**src/hw/rtl/tfcc_pkg.sv**
```systemverilog
// Shared types, constants and helpers for the timed Cartesian control core.
// Used by the controller, the datapath, the top level and the checker.
package tfcc_pkg;

  localparam int MAX_SAMPLES  = 64;
  localparam int NUM_JOINTS   = 7;
  localparam int FRAC_BITS    = 16;

  localparam int WRENCH_DIM   = 6;
  localparam int ERR_DIM      = 12;
  localparam int TAIL_SAMPLES = 2;
  localparam int SAMPLE_WORDS = 128;

  localparam int OFS_FF   = 1;
  localparam int OFS_POS  = 7;
  localparam int OFS_GAIN = 13;

  localparam int SIDX_W  = $clog2(MAX_SAMPLES);
  localparam int OFS_W   = $clog2(SAMPLE_WORDS);
  localparam int ADDR_W  = SIDX_W + OFS_W;
  localparam int STORE_WORDS = MAX_SAMPLES * SAMPLE_WORDS;
  localparam int COUNT_W = $clog2(MAX_SAMPLES + 1);
  localparam int IDX_W   = $clog2(WRENCH_DIM);
  localparam int ACC_W   = 52;

  typedef enum logic [1:0] {
    REQ_LOAD  = 2'd0,
    REQ_COUNT = 2'd1,
    REQ_MEAS  = 2'd2,
    REQ_COL   = 2'd3
  } req_t;

  typedef enum logic [3:0] {
    ST_IDLE,
    ST_S_CHK,
    ST_S_RD,
    ST_S_CMP,
    ST_E_RD,
    ST_E_CALC,
    ST_F_RD,
    ST_F_LD,
    ST_G_RD,
    ST_G_MUL,
    ST_G_ACC,
    ST_W_WR,
    ST_C_MUL,
    ST_C_ACC,
    ST_C_OUT
  } state_t;

  typedef struct packed {
    logic              accept;
    logic              rd_en;
    logic              rd_search;
    logic [SIDX_W-1:0] search_idx;
    logic [OFS_W-1:0]  rd_ofs;
    logic              set_sel;
    logic [SIDX_W-1:0] sel_value;
    logic              clear_drive;
    logic              err_wr;
    logic              acc_clr;
    logic              acc_ld_ff;
    logic              mul_gain;
    logic              mul_col;
    logic              acc_add;
    logic              drive_wr;
    logic [IDX_W-1:0]  idx;
    logic              out_load;
  } dp_cmd_t;

  typedef struct packed {
    logic              count_zero;
    logic              time_later;
    logic [SIDX_W-1:0] base;
    logic              out_free;
  } dp_stat_t;

  function automatic logic signed [31:0] sat32(input logic signed [ACC_W-1:0] v);
    logic signed [ACC_W-1:0] hi;
    logic signed [ACC_W-1:0] lo;
    hi = ACC_W'(64'sd2147483647);
    lo = -ACC_W'(64'sd2147483648);
    if (v > hi) begin
      return 32'sh7FFF_FFFF;
    end else if (v < lo) begin
      return 32'sh8000_0000;
    end
    return v[31:0];
  endfunction

endpackage

```
**src/hw/rtl/tfcc_ctrl.sv**
```systemverilog
// Sequencing state machine of the control core: sample search, error,
// drive vector and torque loops. Depends on tfcc_pkg.
module tfcc_ctrl (
  input  logic              clk,
  input  logic              rst,
  input  logic              in_valid,
  input  logic [1:0]        req_type,
  output logic              in_stall,
  input  tfcc_pkg::dp_stat_t stat,
  output tfcc_pkg::dp_cmd_t  cmd
);
  import tfcc_pkg::*;

  state_t            state, state_next;
  logic [SIDX_W-1:0] i_cnt, i_cnt_next;
  logic [IDX_W-1:0]  r_cnt, r_cnt_next;
  logic [IDX_W-1:0]  k_cnt, k_cnt_next;
  logic              accept;
  req_t              req;
  logic [OFS_W-1:0]  gain_col;

  assign req      = req_t'(req_type);
  assign in_stall = (state != ST_IDLE);
  assign accept   = in_valid && (state == ST_IDLE);

  // Only error columns 0-2 and 6-8 are non-zero.
  assign gain_col = (k_cnt < IDX_W'(3)) ? OFS_W'(k_cnt) : OFS_W'(k_cnt) + OFS_W'(3);

  always_ff @(posedge clk) begin
    if (rst) begin
      state <= ST_IDLE;
      i_cnt <= '0;
      r_cnt <= '0;
      k_cnt <= '0;
    end else begin
      state <= state_next;
      i_cnt <= i_cnt_next;
      r_cnt <= r_cnt_next;
      k_cnt <= k_cnt_next;
    end
  end

  always_comb begin
    state_next = state;
    i_cnt_next = i_cnt;
    r_cnt_next = r_cnt;
    k_cnt_next = k_cnt;
    case (state)
      ST_IDLE: begin
        if (accept && req == REQ_MEAS && !stat.count_zero) begin
          state_next = ST_S_CHK;
          i_cnt_next = '0;
        end else if (accept && req == REQ_COL) begin
          state_next = ST_C_MUL;
          k_cnt_next = '0;
        end
      end
      ST_S_CHK: begin
        if (i_cnt == stat.base) begin
          state_next = ST_E_RD;
          r_cnt_next = '0;
        end else begin
          state_next = ST_S_RD;
        end
      end
      ST_S_RD: state_next = ST_S_CMP;
      ST_S_CMP: begin
        if (stat.time_later) begin
          state_next = ST_E_RD;
          r_cnt_next = '0;
        end else begin
          state_next = ST_S_CHK;
          i_cnt_next = i_cnt + SIDX_W'(1);
        end
      end
      ST_E_RD: state_next = ST_E_CALC;
      ST_E_CALC: begin
        if (r_cnt == IDX_W'(WRENCH_DIM - 1)) begin
          state_next = ST_F_RD;
          r_cnt_next = '0;
        end else begin
          state_next = ST_E_RD;
          r_cnt_next = r_cnt + IDX_W'(1);
        end
      end
      ST_F_RD: state_next = ST_F_LD;
      ST_F_LD: begin
        state_next = ST_G_RD;
        k_cnt_next = '0;
      end
      ST_G_RD:  state_next = ST_G_MUL;
      ST_G_MUL: state_next = ST_G_ACC;
      ST_G_ACC: begin
        if (k_cnt == IDX_W'(WRENCH_DIM - 1)) begin
          state_next = ST_W_WR;
        end else begin
          state_next = ST_G_RD;
          k_cnt_next = k_cnt + IDX_W'(1);
        end
      end
      ST_W_WR: begin
        if (r_cnt == IDX_W'(WRENCH_DIM - 1)) begin
          state_next = ST_IDLE;
        end else begin
          state_next = ST_F_RD;
          r_cnt_next = r_cnt + IDX_W'(1);
        end
      end
      ST_C_MUL: state_next = ST_C_ACC;
      ST_C_ACC: begin
        if (k_cnt == IDX_W'(WRENCH_DIM - 1)) begin
          state_next = ST_C_OUT;
        end else begin
          state_next = ST_C_MUL;
          k_cnt_next = k_cnt + IDX_W'(1);
        end
      end
      ST_C_OUT: begin
        if (stat.out_free) begin
          state_next = ST_IDLE;
        end
      end
      default: state_next = ST_IDLE;
    endcase
  end

  always_comb begin
    cmd            = '0;
    cmd.accept     = accept;
    cmd.search_idx = i_cnt;
    cmd.idx        = k_cnt;
    case (state)
      ST_IDLE: begin
        cmd.clear_drive = accept && req == REQ_MEAS && stat.count_zero;
        cmd.acc_clr     = accept && req == REQ_COL;
      end
      ST_S_CHK: begin
        cmd.set_sel   = (i_cnt == stat.base);
        cmd.sel_value = stat.base;
      end
      ST_S_RD: begin
        cmd.rd_en     = 1'b1;
        cmd.rd_search = 1'b1;
        cmd.rd_ofs    = '0;
      end
      ST_S_CMP: begin
        cmd.set_sel   = stat.time_later;
        cmd.sel_value = (i_cnt == '0) ? '0 : i_cnt - SIDX_W'(1);
      end
      ST_E_RD: begin
        cmd.rd_en  = 1'b1;
        cmd.rd_ofs = OFS_W'(OFS_POS) + OFS_W'(r_cnt);
      end
      ST_E_CALC: begin
        cmd.err_wr = 1'b1;
        cmd.idx    = r_cnt;
      end
      ST_F_RD: begin
        cmd.rd_en  = 1'b1;
        cmd.rd_ofs = OFS_W'(OFS_FF) + OFS_W'(r_cnt);
      end
      ST_F_LD: cmd.acc_ld_ff = 1'b1;
      ST_G_RD: begin
        cmd.rd_en  = 1'b1;
        cmd.rd_ofs = OFS_W'(OFS_GAIN) + OFS_W'(r_cnt) * OFS_W'(ERR_DIM) + gain_col;
      end
      ST_G_MUL: cmd.mul_gain = 1'b1;
      ST_G_ACC: cmd.acc_add  = 1'b1;
      ST_W_WR: begin
        cmd.drive_wr = 1'b1;
        cmd.idx      = r_cnt;
      end
      ST_C_MUL: cmd.mul_col  = 1'b1;
      ST_C_ACC: cmd.acc_add  = 1'b1;
      ST_C_OUT: cmd.out_load = stat.out_free;
      default: cmd = '0;
    endcase
  end

endmodule

```
**config.mk**
```make
export PLATFORM = sky130hd
export DESIGN_NAME = tfcc_ctrl
export DESIGN_NICKNAME = d
export VERILOG_FILES = /design/src/hw/rtl/tfcc_pkg.sv /design/src/hw/rtl/tfcc_ctrl.sv
export SDC_FILE = /design/constraint.sdc
export NUM_CORES = 1
export LEC_CHECK = 0
export CAP_MARGIN = 25
export CORE_MARGIN = 4
export CORE_UTILIZATION = 40
export DETAILED_ROUTE_END_ITERATION = 10
export DONT_BUFFER_PORTS = 1
export SLEW_MARGIN = 20
export SYNTH_ARGS = -nofsm -noshare
export SYNTH_HDL_FRONTEND = slang
export SYNTH_SLANG_ARGS = --single-unit
```
**constraint.sdc**
```tcl
create_clock -name clk -period 3.41 [get_ports clk]
set_input_delay 1.023 -clock clk [delete_from_list [all_inputs] [get_ports clk]]
set_output_delay 1.023 -clock clk [all_outputs]
set_load 0.005 [all_outputs]
```
==> results of run 1 <==
-- critical path, stage by stage (launching register included) --
cell	delay, ns
dfxtp_2	0.33
buf_6	0.13
ha_4	0.16
fa_1	0.51
ha_4	0.31
o21ai_4	0.06
a2111o_1	0.35
o21ai_1	0.07
buf_4	0.12
-- cell families (layout without fill, tap and decap cells) --
family / after synthesis / after routing / share of synthesized area
and+or+nand+nor: 114 / 114 / 0.3108
AOI/OAI and AO/OA: 70 / 70 / 0.2359
buffers and inverters: 37 / 37 / 0.07864
adders and majority gates: 19 / 19 / 0.1251
DFF: 16 / 16 / 0.1585
xor gates and xnor gates: 14 / 14 / 0.06068
muxes: 6 / 6 / 0.03034
-- sequential cells by signal (all words and copies together), names as in the netlist --
| name | flops |
|---|---|
| i_cnt | 6 |
| k_cnt | 3 |
| r_cnt | 3 |
| state | 4 |
-- cell usage in the layout (no fill, tap or decap), types with 6 or more instances in the layout --
cell,count
ha_1,11
nand2b_1,6
nor3_1,11
buf_4,13
inv_1,15
xor2_1,9
and2_1,10
nand2_1,29
nand3_1,10
nor2_1,18
o21ai_0,16
a21oi_1,14
dfxtp_1,11
-- path summary, 6_finish.rpt --
check             depth (start not counted)                    end                  start
setup / recovery                          8                cmd[25]  r_cnt[1]$_SDFFE_PP0P_
hold / removal                            2  r_cnt[0]$_SDFFE_PP0P_  r_cnt[0]$_SDFFE_PP0P_
setup reg to reg                          5  r_cnt[0]$_SDFFE_PP0P_  state[0]$_SDFFE_PP0P_
hold reg to reg                           2  r_cnt[0]$_SDFFE_PP0P_  r_cnt[0]$_SDFFE_PP0P_
-- timing repair --
action	4_1_cts	5_1_grt
hold endpoints to repair	0	0
buffers inserted	2	1
endpoints found under the setup margin	2	2
hold buffers	0	0
pin swaps	3	4
gates resized for setup	13	16
-- per-stage QoR --
stage	hold slack, ns	setup slack, ns	cell area [sq um]
6_report	0.5486	0.08816	2286
5_1_grt	0.5718	-0.01743	2286
4_1_cts	0.5569	0.001609	2227
3_5_place_dp	0.5525	0.1032	2107
3_3_place_gp	0.5422	0.1562	2107
2_1_floorplan	0.4884	0.2099	2021
-- synth_stat cells, types with 6 or more instances --
cell / instances / area (sq um)
a21oi_1: 15 / 75.07
and2_1: 10 / 62.56
buf_2: 7 / 35.03
clkbuf_1: 8 / 30.03
dfxtp_1: 16 / 320.3
ha_1: 17 / 212.7
inv_1: 19 / 71.32
nand2_1: 29 / 108.9
nand2b_1: 6 / 37.54
nand3_1: 10 / 50.05
nor2_1: 18 / 67.56
nor3_1: 11 / 55.05
o21ai_0: 18 / 90.09
xor2_1: 9 / 78.83
-- routing by layer --
layer / track usage / share of wire / vias up
met4: 0.03093 / 0.0041 / 0
met5: 0 / 0 / -
met3: 0.05102 / 0.057 / 2
met1: 0.2255 / 0.44 / 936
li1: - / - / 985
met2: 0.3106 / 0.50 / 39
-- power by group through the flow --
| stage | clock network, uW | logic [uW] | registers [uW] |
|---|---|---|---|
| 6_report | 144 | 639 | 240 |
| 5_1_grt | 154 | 717 | 244 |
| 4_1_cts | 149 | 634 | 239 |
| 3_5_place_dp | 0 | 630 | 244 |
| 3_3_place_gp | 0 | 630 | 242 |
| 2_1_floorplan | 0 | 523 | 234 |
-- area by class of cell --
cell class,instances,area [sq um],share of cell area
Multi-Input combinational cell,223,1638,0.7165
Clock buffer,3,41.29,0.01806
Inverter,19,73.82,0.03229
Tap cell,67,83.83,0.03667
Timing Repair Buffer,15,120.1,0.05255
Sequential cell,16,329.1,0.1440
==> results_dict.tcl, run 1 <==
set metrics [dict create \
    diodes 0 \
    gp_congestion 0.7548 \
    hold_violations 0 \
    rsz0062_at_grt "yes" \
    syn_area_sq_mm 0.002021 \
    vias_per_cell 5.720 \
    sequentialPowerShare 0.235 \
    drc_errors 0 \
    synth_cells 276 \
    clk_path_buf_depth 2 \
    dp.final_hpwl_mm 4.021 \
    drive_gt1_frac 0.1739 \
    portBuffers 0 \
    ys_ff_latch 16 \
    via_count 1962 \
    peakVddDrop_mv 0.2146 \
    reg2reg_slack_ns 1.36 \
    place_inst 337 \
    numCtsBuffers 3 \
    fmax_ghz 0.3010 \
    synthFlopType "dfxtp_1" \
    power.total_uw 1023 \
    arrival_ns 2.30 \
    period_needed_ns 3.322 \
    layout.cells.non_filler 343 \
    final_util 0.4745 \
    end_kind "output pin" \
    p_per_area_mw_per_mm2 447.7 \
    slew_headroom 0.5401 \
    cts_tree "yes" \
    setup_viol 0 \
    startpoint_type "flop" \
    core-area_sq_mm 0.004817 \
    cts_sinks 16 \
    nFillCells 510 \
    die_x_um 79.08 \
    swShare 0.4865 \
    finClkSkew_ns 0.006050 \
    insertion_delay_ns 0.25 \
    ys_types 59 \
    rows 25 \
    dieArea_sq_mm 0.006253 \
    p_leak_uw 0.0009378 \
    grt_max_degree 31 \
    critical_path_class "flop to output pin" \
    p_comb_frac 0.624 \
    antenna_found_initial 0 \
    min_path_type "flop to flop" \
    dieHeight_um 79.08 \
    overflow 0 \
    status "finished clean" \
    grt_pass1_vias 1916 \
    async_reset_ff_frac 0 \
    grt_pass1_wl_mm 9.190 \
    avgSynthCellArea_sq_um 7.321 \
    ant_nets 0 \
    cap_viol_max_count 0 \
    start_util 0.4195 \
    drt_first_pass_iters 4 \
    path_max_fanout 6 \
    syn2layout_area_growth_pct 13.13 \
    synth-edff-count 0 \
    period_share 0.9741 \
    path_clk_slew_ns 0.07 \
    syn_nets 309 \
    drt_iter0_markers 68 \
    nNetsFinal 311 \
    setup_tns_ns 0 \
    gr-usage-all-layers 0.1801 \
    max_slew.worst_pin.slew_ns 0.6880 \
    cts_max_level 1 \
    clkPwrFrac 0.141 \
    cts-root-buf "clkbuf_8" \
    io_pins 50 \
    ys_seq_area_frac 0.1585 \
    worst_ep_required_time_ns 2.39 \
    wirelength_mm 5.396 \
    avgRoutedWirePerCell_um 15.73 \
    synth_warnings 0 \
    slew_viol_final 0 \
    p_sw_uw 497.8 \
    internal-power_uw 525.5 \
]
Note: power is estimated with default switching activity, not from simulation.
==> inputs of run 2 (changes only) <==
--- a/config.mk
+++ b/config.mk
@@ -6,6 +6,7 @@
 export NUM_CORES = 1
 export LEC_CHECK = 0
 export CAP_MARGIN = 25
+export CORE_ASPECT_RATIO = 0.7
 export CORE_MARGIN = 4
 export CORE_UTILIZATION = 40
 export DETAILED_ROUTE_END_ITERATION = 10
==> results_dict.tcl, run 2 (same netlist as run 1, synthesis figures left out) <==
set metrics [dict create \
    cap_viol_max_count 0 \
    max_slew.worst_pin.slew_ns 0.5927 \
    critical_path_class "flop to output pin" \
    ant_nets 0 \
    min_path_type "flop to flop" \
    core-area_sq_mm 0.004835 \
    nFillCells 478 \
    rows 21 \
    drc_errors 0 \
    grt_pass1_wl_mm 8.887 \
    reg2reg_slack_ns 1.29 \
    p_per_area_mw_per_mm2 465.8 \
    worstReg2RegEnd "r_cnt[2]$_SDFFE_PP0P_" \
    dieHeight_um 67.47 \
    period_share 0.9805 \
    hold_buffers 0 \
    hold_end "i_cnt[5]$_SDFFE_PP0P_" \
    end_kind "output pin" \
    design_area_sq_mm 0.002298 \
    nNetsFinal 311 \
    fin_ws_ns 0.06649 \
    hold_violations 0 \
    final_util 0.4754 \
    slew_headroom 0.6043 \
    via_count 1924 \
    ff_latch_area_sq_um 326.6 \
    setup_viol 0 \
    rsz0062_at_grt "yes" \
    wirelength_mm 5.350 \
    finClkSkew_ns 0.008374 \
    p_comb_frac 0.600 \
    startpoint_type "flop" \
    dp_slack_ns 0.1369 \
    grt_max_degree 25 \
    top_register "i_cnt" \
    cts_max_level 1 \
    mostFrequentLayoutCells "nand2_1, nor2_1, inv_1, o21ai_0, a21oi_1" \
    place_inst 340 \
    syn2layout_area_growth_pct 13.75 \
    layout.cells.non_filler 346 \
    path_max_fanout 3 \
    clk_path_buf_depth 2 \
    drive_gt1_frac 0.1769 \
    cts-root-buf "clkbuf_8" \
    io_pins 50 \
    start_util 0.4180 \
    min_delay_path_depth 2 \
    drt_iter0_markers 134 \
    overflow 0 \
    insertion_delay_ns 0.26 \
    swShare 0.4810 \
    cts_sinks 16 \
    gr-usage-all-layers 0.1743 \
    largest_reg_flops 6 \
    status "finished clean" \
    drt_first_pass_iters 4 \
    worst_ep_required_time_ns 2.39 \
    holdCritStartpoint "i_cnt[5]$_SDFFE_PP0P_" \
    period_needed_ns 3.344 \
    sequentialPowerShare 0.236 \
    p_leak_uw 0.0009460 \
    die_x_um 92.95 \
    portBuffers 0 \
    dp.final_hpwl_mm 4.124 \
    whs_ns 0.5719 \
    gp_congestion 0.7979 \
    place_area_sq_mm 0.002117 \
    diodes 0 \
    peakVddDrop_mv 0.2275 \
    clkPwrFrac 0.164 \
    reg2regPathDepth 5 \
    cts_tree "yes" \
    avgRoutedWirePerCell_um 15.46 \
    fmax_ghz 0.2991 \
    numCtsBuffers 3 \
    grt_pass1_vias 1809 \
    dieArea_sq_mm 0.006271 \
    internal-power_uw 555.7 \
    top_regs "i_cnt (6), state (4)" \
    p_sw_uw 515.0 \
    antenna_found_initial 0 \
    layout_commonest_cell "nand2_1" \
    multi_input_area_sq_mm 0.001630 \
    slew_viol_final 0 \
    arrival_ns 2.32 \
    path_clk_slew_ns 0.07 \
    vias_per_cell 5.561 \
    worst_r2r_startpoint "state[1]$_SDFFE_PP0P_" \
]
-- run 2: metrics by stage --
stage	total power [uW]	TNS [ns]
floorplan	756.7	0
global placement	884.6	0
detailed placement	891.4	0
CTS	1073	0
global route	1171	-0.01125
finish	1071	0
-- run 2: worst max-delay path, stage by stage, from the launching register on --
cell      delay [ns]
dfxtp_2         0.34
inv_4           0.08
ha_4            0.16
nor4_4          0.04
a21oi_2         0.13
ha_2            0.19
inv_2           0.04
ha_4            0.26
and3b_2         0.20
o21ai_2         0.07
a2111o_1        0.36
o21ai_1         0.08
buf_4           0.12
-- run 2: final cells by class --
cell class / count / area share
multi-input cells: 223 / 0.7093
inverters: 19 / 0.03321
flip-flops and latches: 16 / 0.1421
repair buffers: 15 / 0.05389
well taps: 69 / 0.03756
clock buffers: 4 / 0.02395
-- run 2: how the worst max path moves through the flow --
stage	startpoint	endpoint	slack (ns)	cells past startpoint
floorplan	r_cnt[1]$_SDFFE_PP0P_	cmd[25]	0.21	9
global placement	k_cnt[1]$_SDFFE_PP0P_	cmd[25]	0.19	12
detailed placement	r_cnt[1]$_SDFFE_PP0P_	cmd[25]	0.14	10
CTS	k_cnt[0]$_SDFFE_PP0P_	cmd[25]	0.008	10
global route	k_cnt[0]$_SDFFE_PP0P_	cmd[25]	-0.01	12
finish	k_cnt[0]$_SDFFE_PP0P_	cmd[25]	0.07	12
-- run 2: power groups by stage --
stage          Clock, uW  Sequential [uW]  Combinational [uW]
3_5_place_dp           0              254                 637
4_1_cts              181              250                 641
2_1_floorplan          0              234                 523
5_1_grt              190              257                 723
6_report             175              252                 643
3_3_place_gp           0              253                 632
-- run 2: metal layers --
metal | track usage | up-vias | routed length, um
met5 | 0 | - | 0
met1 | 0.2497 | 880 | 2688
met2 | 0.2762 | 46 | 2289
met4 | 0.02925 | 0 | 34
met3 | 0.03341 | 4 | 338
li1 | - | 994 | -
-- run 2: repair_timing --
| action | 4_1_cts | 5_1_grt |
|---|---|---|
| pin swaps | 3 | 4 |
| endpoints found under the setup margin | 2 | 2 |
| setup buffers | 0 | 2 |
| gates resized for setup | 20 | 10 |
==> inputs of run 3 (changes only) <==
--- a/config.mk
+++ b/config.mk
@@ -6,11 +6,14 @@
 export NUM_CORES = 1
 export LEC_CHECK = 0
 export CAP_MARGIN = 25
+export CELL_PAD_IN_SITES_DETAIL_PLACEMENT = 0
+export CELL_PAD_IN_SITES_GLOBAL_PLACEMENT = 1
 export CORE_ASPECT_RATIO = 0.7
 export CORE_MARGIN = 4
 export CORE_UTILIZATION = 40
 export DETAILED_ROUTE_END_ITERATION = 10
 export DONT_BUFFER_PORTS = 1
+export PLACE_DENSITY_LB_ADDON = 0.1
 export SLEW_MARGIN = 20
 export SYNTH_ARGS = -nofsm -noshare
 export SYNTH_HDL_FRONTEND = slang
==> results_dict.tcl, run 3 (same netlist as run 1, synthesis figures left out) <==
set metrics [dict create \
    diodes 0 \
    start_util 0.4180 \
    cap_viol_max_count 0 \
    p_sw_uw 527.0 \
    reg2reg_slack_ns 1.31 \
    multi_input_area_sq_mm 0.001629 \
    status "finished clean" \
    grt_max_degree 21 \
    peakVddDrop_mv 0.2019 \
    rsz0062_at_grt "yes" \
    end_kind "output pin" \
    crit_chain "inv_4, ha_4, nor4_4, a21oi_2, ha_2, inv_2, ha_4, and3b_2, o21ai_2, a2111o_1, o21ai_1, buf_4" \
    drt_first_pass_iters 4 \
    slew_headroom 0.6329 \
    avgRoutedWirePerCell_um 16.30 \
    hold_end "r_cnt[0]$_SDFFE_PP0P_" \
    setup_viol 0 \
    fmax_ghz 0.3019 \
    dieHeight_um 67.47 \
    min_delay_path_depth 2 \
    worstReg2RegEnd "r_cnt[2]$_SDFFE_PP0P_" \
    layout_commonest_cell "nand2_1" \
    internal-power_uw 566.7 \
    die_x_um 92.95 \
    worst_path_most_repeated_cell "ha_4" \
    slowest_stage "a2111o_1" \
    antenna_found_initial 0 \
    insertion_delay_ns 0.25 \
    grt_use_met3 0.04120 \
    critical_path_class "flop to output pin" \
    rows 21 \
    ff_latch_area_sq_um 325.3 \
    via_count 1944 \
    p_comb_frac 0.617 \
    top_regs "i_cnt (6), state (4)" \
    largest_reg_flops 6 \
    swShare 0.4819 \
    gr-usage-all-layers 0.1817 \
    core-area_sq_mm 0.004835 \
    min_path_type "flop to flop" \
    io_pins 50 \
    cts_max_level 1 \
    crit_buf_inv 3 \
    wirelength_mm 5.705 \
    dp.final_hpwl_mm 4.310 \
    hold_buffers 0 \
    grt_pass1_vias 1750 \
    drt_iter0_markers 113 \
    syn2layout_area_growth_pct 14.55 \
    dieArea_sq_mm 0.006271 \
    arrival_ns 2.29 \
    clk_path_buf_depth 2 \
    period_share 0.9715 \
    period_needed_ns 3.313 \
    cts-root-buf "clkbuf_8" \
    setup_tns_ns 0 \
    mostFrequentLayoutCells "nand2_1, buf_4, nor2_1" \
    top_register "i_cnt" \
    critical_path.top_delay_family "compound AO/OA/AOI/OAI gates" \
    busiest_layer "met1" \
    portBuffers 0 \
    drc_errors 0 \
    slew_viol_final 0 \
    overflow 0 \
    groute.layer.met1.usage 0.2929 \
    vias_per_cell 5.554 \
    nNetsFinal 315 \
    finClkSkew_ns 0.001922 \
    holdCritStartpoint "r_cnt[0]$_SDFFE_PP0P_" \
    worst_ep_required_time_ns 2.39 \
    worst_r2r_startpoint "state[1]$_SDFFE_PP0P_" \
    startpoint_type "flop" \
    clkPwrFrac 0.160 \
    grt_pass1_wl_mm 9.101 \
    sequentialPowerShare 0.223 \
    path_max_fanout 3 \
    max_slew.worst_pin.slew_ns 0.5464 \
    gp_congestion 0.7841 \
    nFillCells 508 \
    drive_gt1_frac 0.1886 \
    path_clk_slew_ns 0.07 \
    numCtsBuffers 3 \
    hold_violations 0 \
    reg2regPathDepth 5 \
    grt.met2_usage 0.2430 \
    ant_nets 0 \
    dp_slack_ns 0.1188 \
    crit_cells 12 \
    p_per_area_mw_per_mm2 472.5 \
    max_stage_delay_ns 0.35 \
    cts_sinks 16 \
    fin_ws_ns 0.09728 \
    p_leak_uw 0.0009649 \
    cts_tree "yes" \
]
-- run 3: how the worst max path moves through the flow --
stage	from	to	slack, ns
final	k_cnt[1]$_SDFFE_PP0P_	cmd[25]	0.1
after global routing	k_cnt[1]$_SDFFE_PP0P_	cmd[25]	-0.06
after CTS	k_cnt[1]$_SDFFE_PP0P_	cmd[25]	0.04
after detailed placement	r_cnt[0]$_SDFFE_PP0P_	cmd[25]	0.12
after global placement	k_cnt[0]$_SDFFE_PP0P_	cmd[25]	0.16
after floorplan	r_cnt[1]$_SDFFE_PP0P_	cmd[25]	0.21
-- run 3: metrics by stage --
step	utilization	hold slack [ns]	instances	total power, uW	area, sq um
after floorplan	-	0.4884	276	756.7	2021
after global placement	0.4425	0.5483	343	921.1	2140
after detailed placement	0.4425	0.5527	343	914.4	2140
after CTS	0.4658	0.5249	350	1094	2252
after global routing	0.4788	0.5812	350	1188	2315
final	0.4788	0.5492	350	1094	2315
-- run 3: per-layer routing --
layer,wire length [um],up-vias
met5,0,-
met4,17,0
met3,338,2
met2,2262,48
met1,3087,902
li1,-,992
-- run 3: area by class of cell --
type / count / area share
Multi-Input combinational cell: 223 / 0.7038
Sequential cell: 16 / 0.1405
Timing Repair Buffer: 19 / 0.06162
Tap cell: 69 / 0.03730
Inverter: 19 / 0.03297
Clock buffer: 4 / 0.02378
-- run 3: what timing repair did --
action	CTS	global route
pin swaps	6	2
cloned	0	0
endpoints found under the setup margin	2	3
buffers inserted	3	0
gates resized for setup	13	13
-- run 3: worst register-to-register path: stages (launching register included) --
cell	delay, ns
dfxtp_1	0.61
buf_4	0.28
a21bo_2	0.24
a221oi_1	0.35
o211ai_2	0.23
a31o_2	0.29
-- run 3: power groups by stage --
stage,Clock [uW],Combinational [uW],Sequential [uW]
floorplan,0,523,234
global placement,0,674,247
detailed placement,0,667,248
CTS,179,671,244
global route,190,750,248
finish,175,675,244
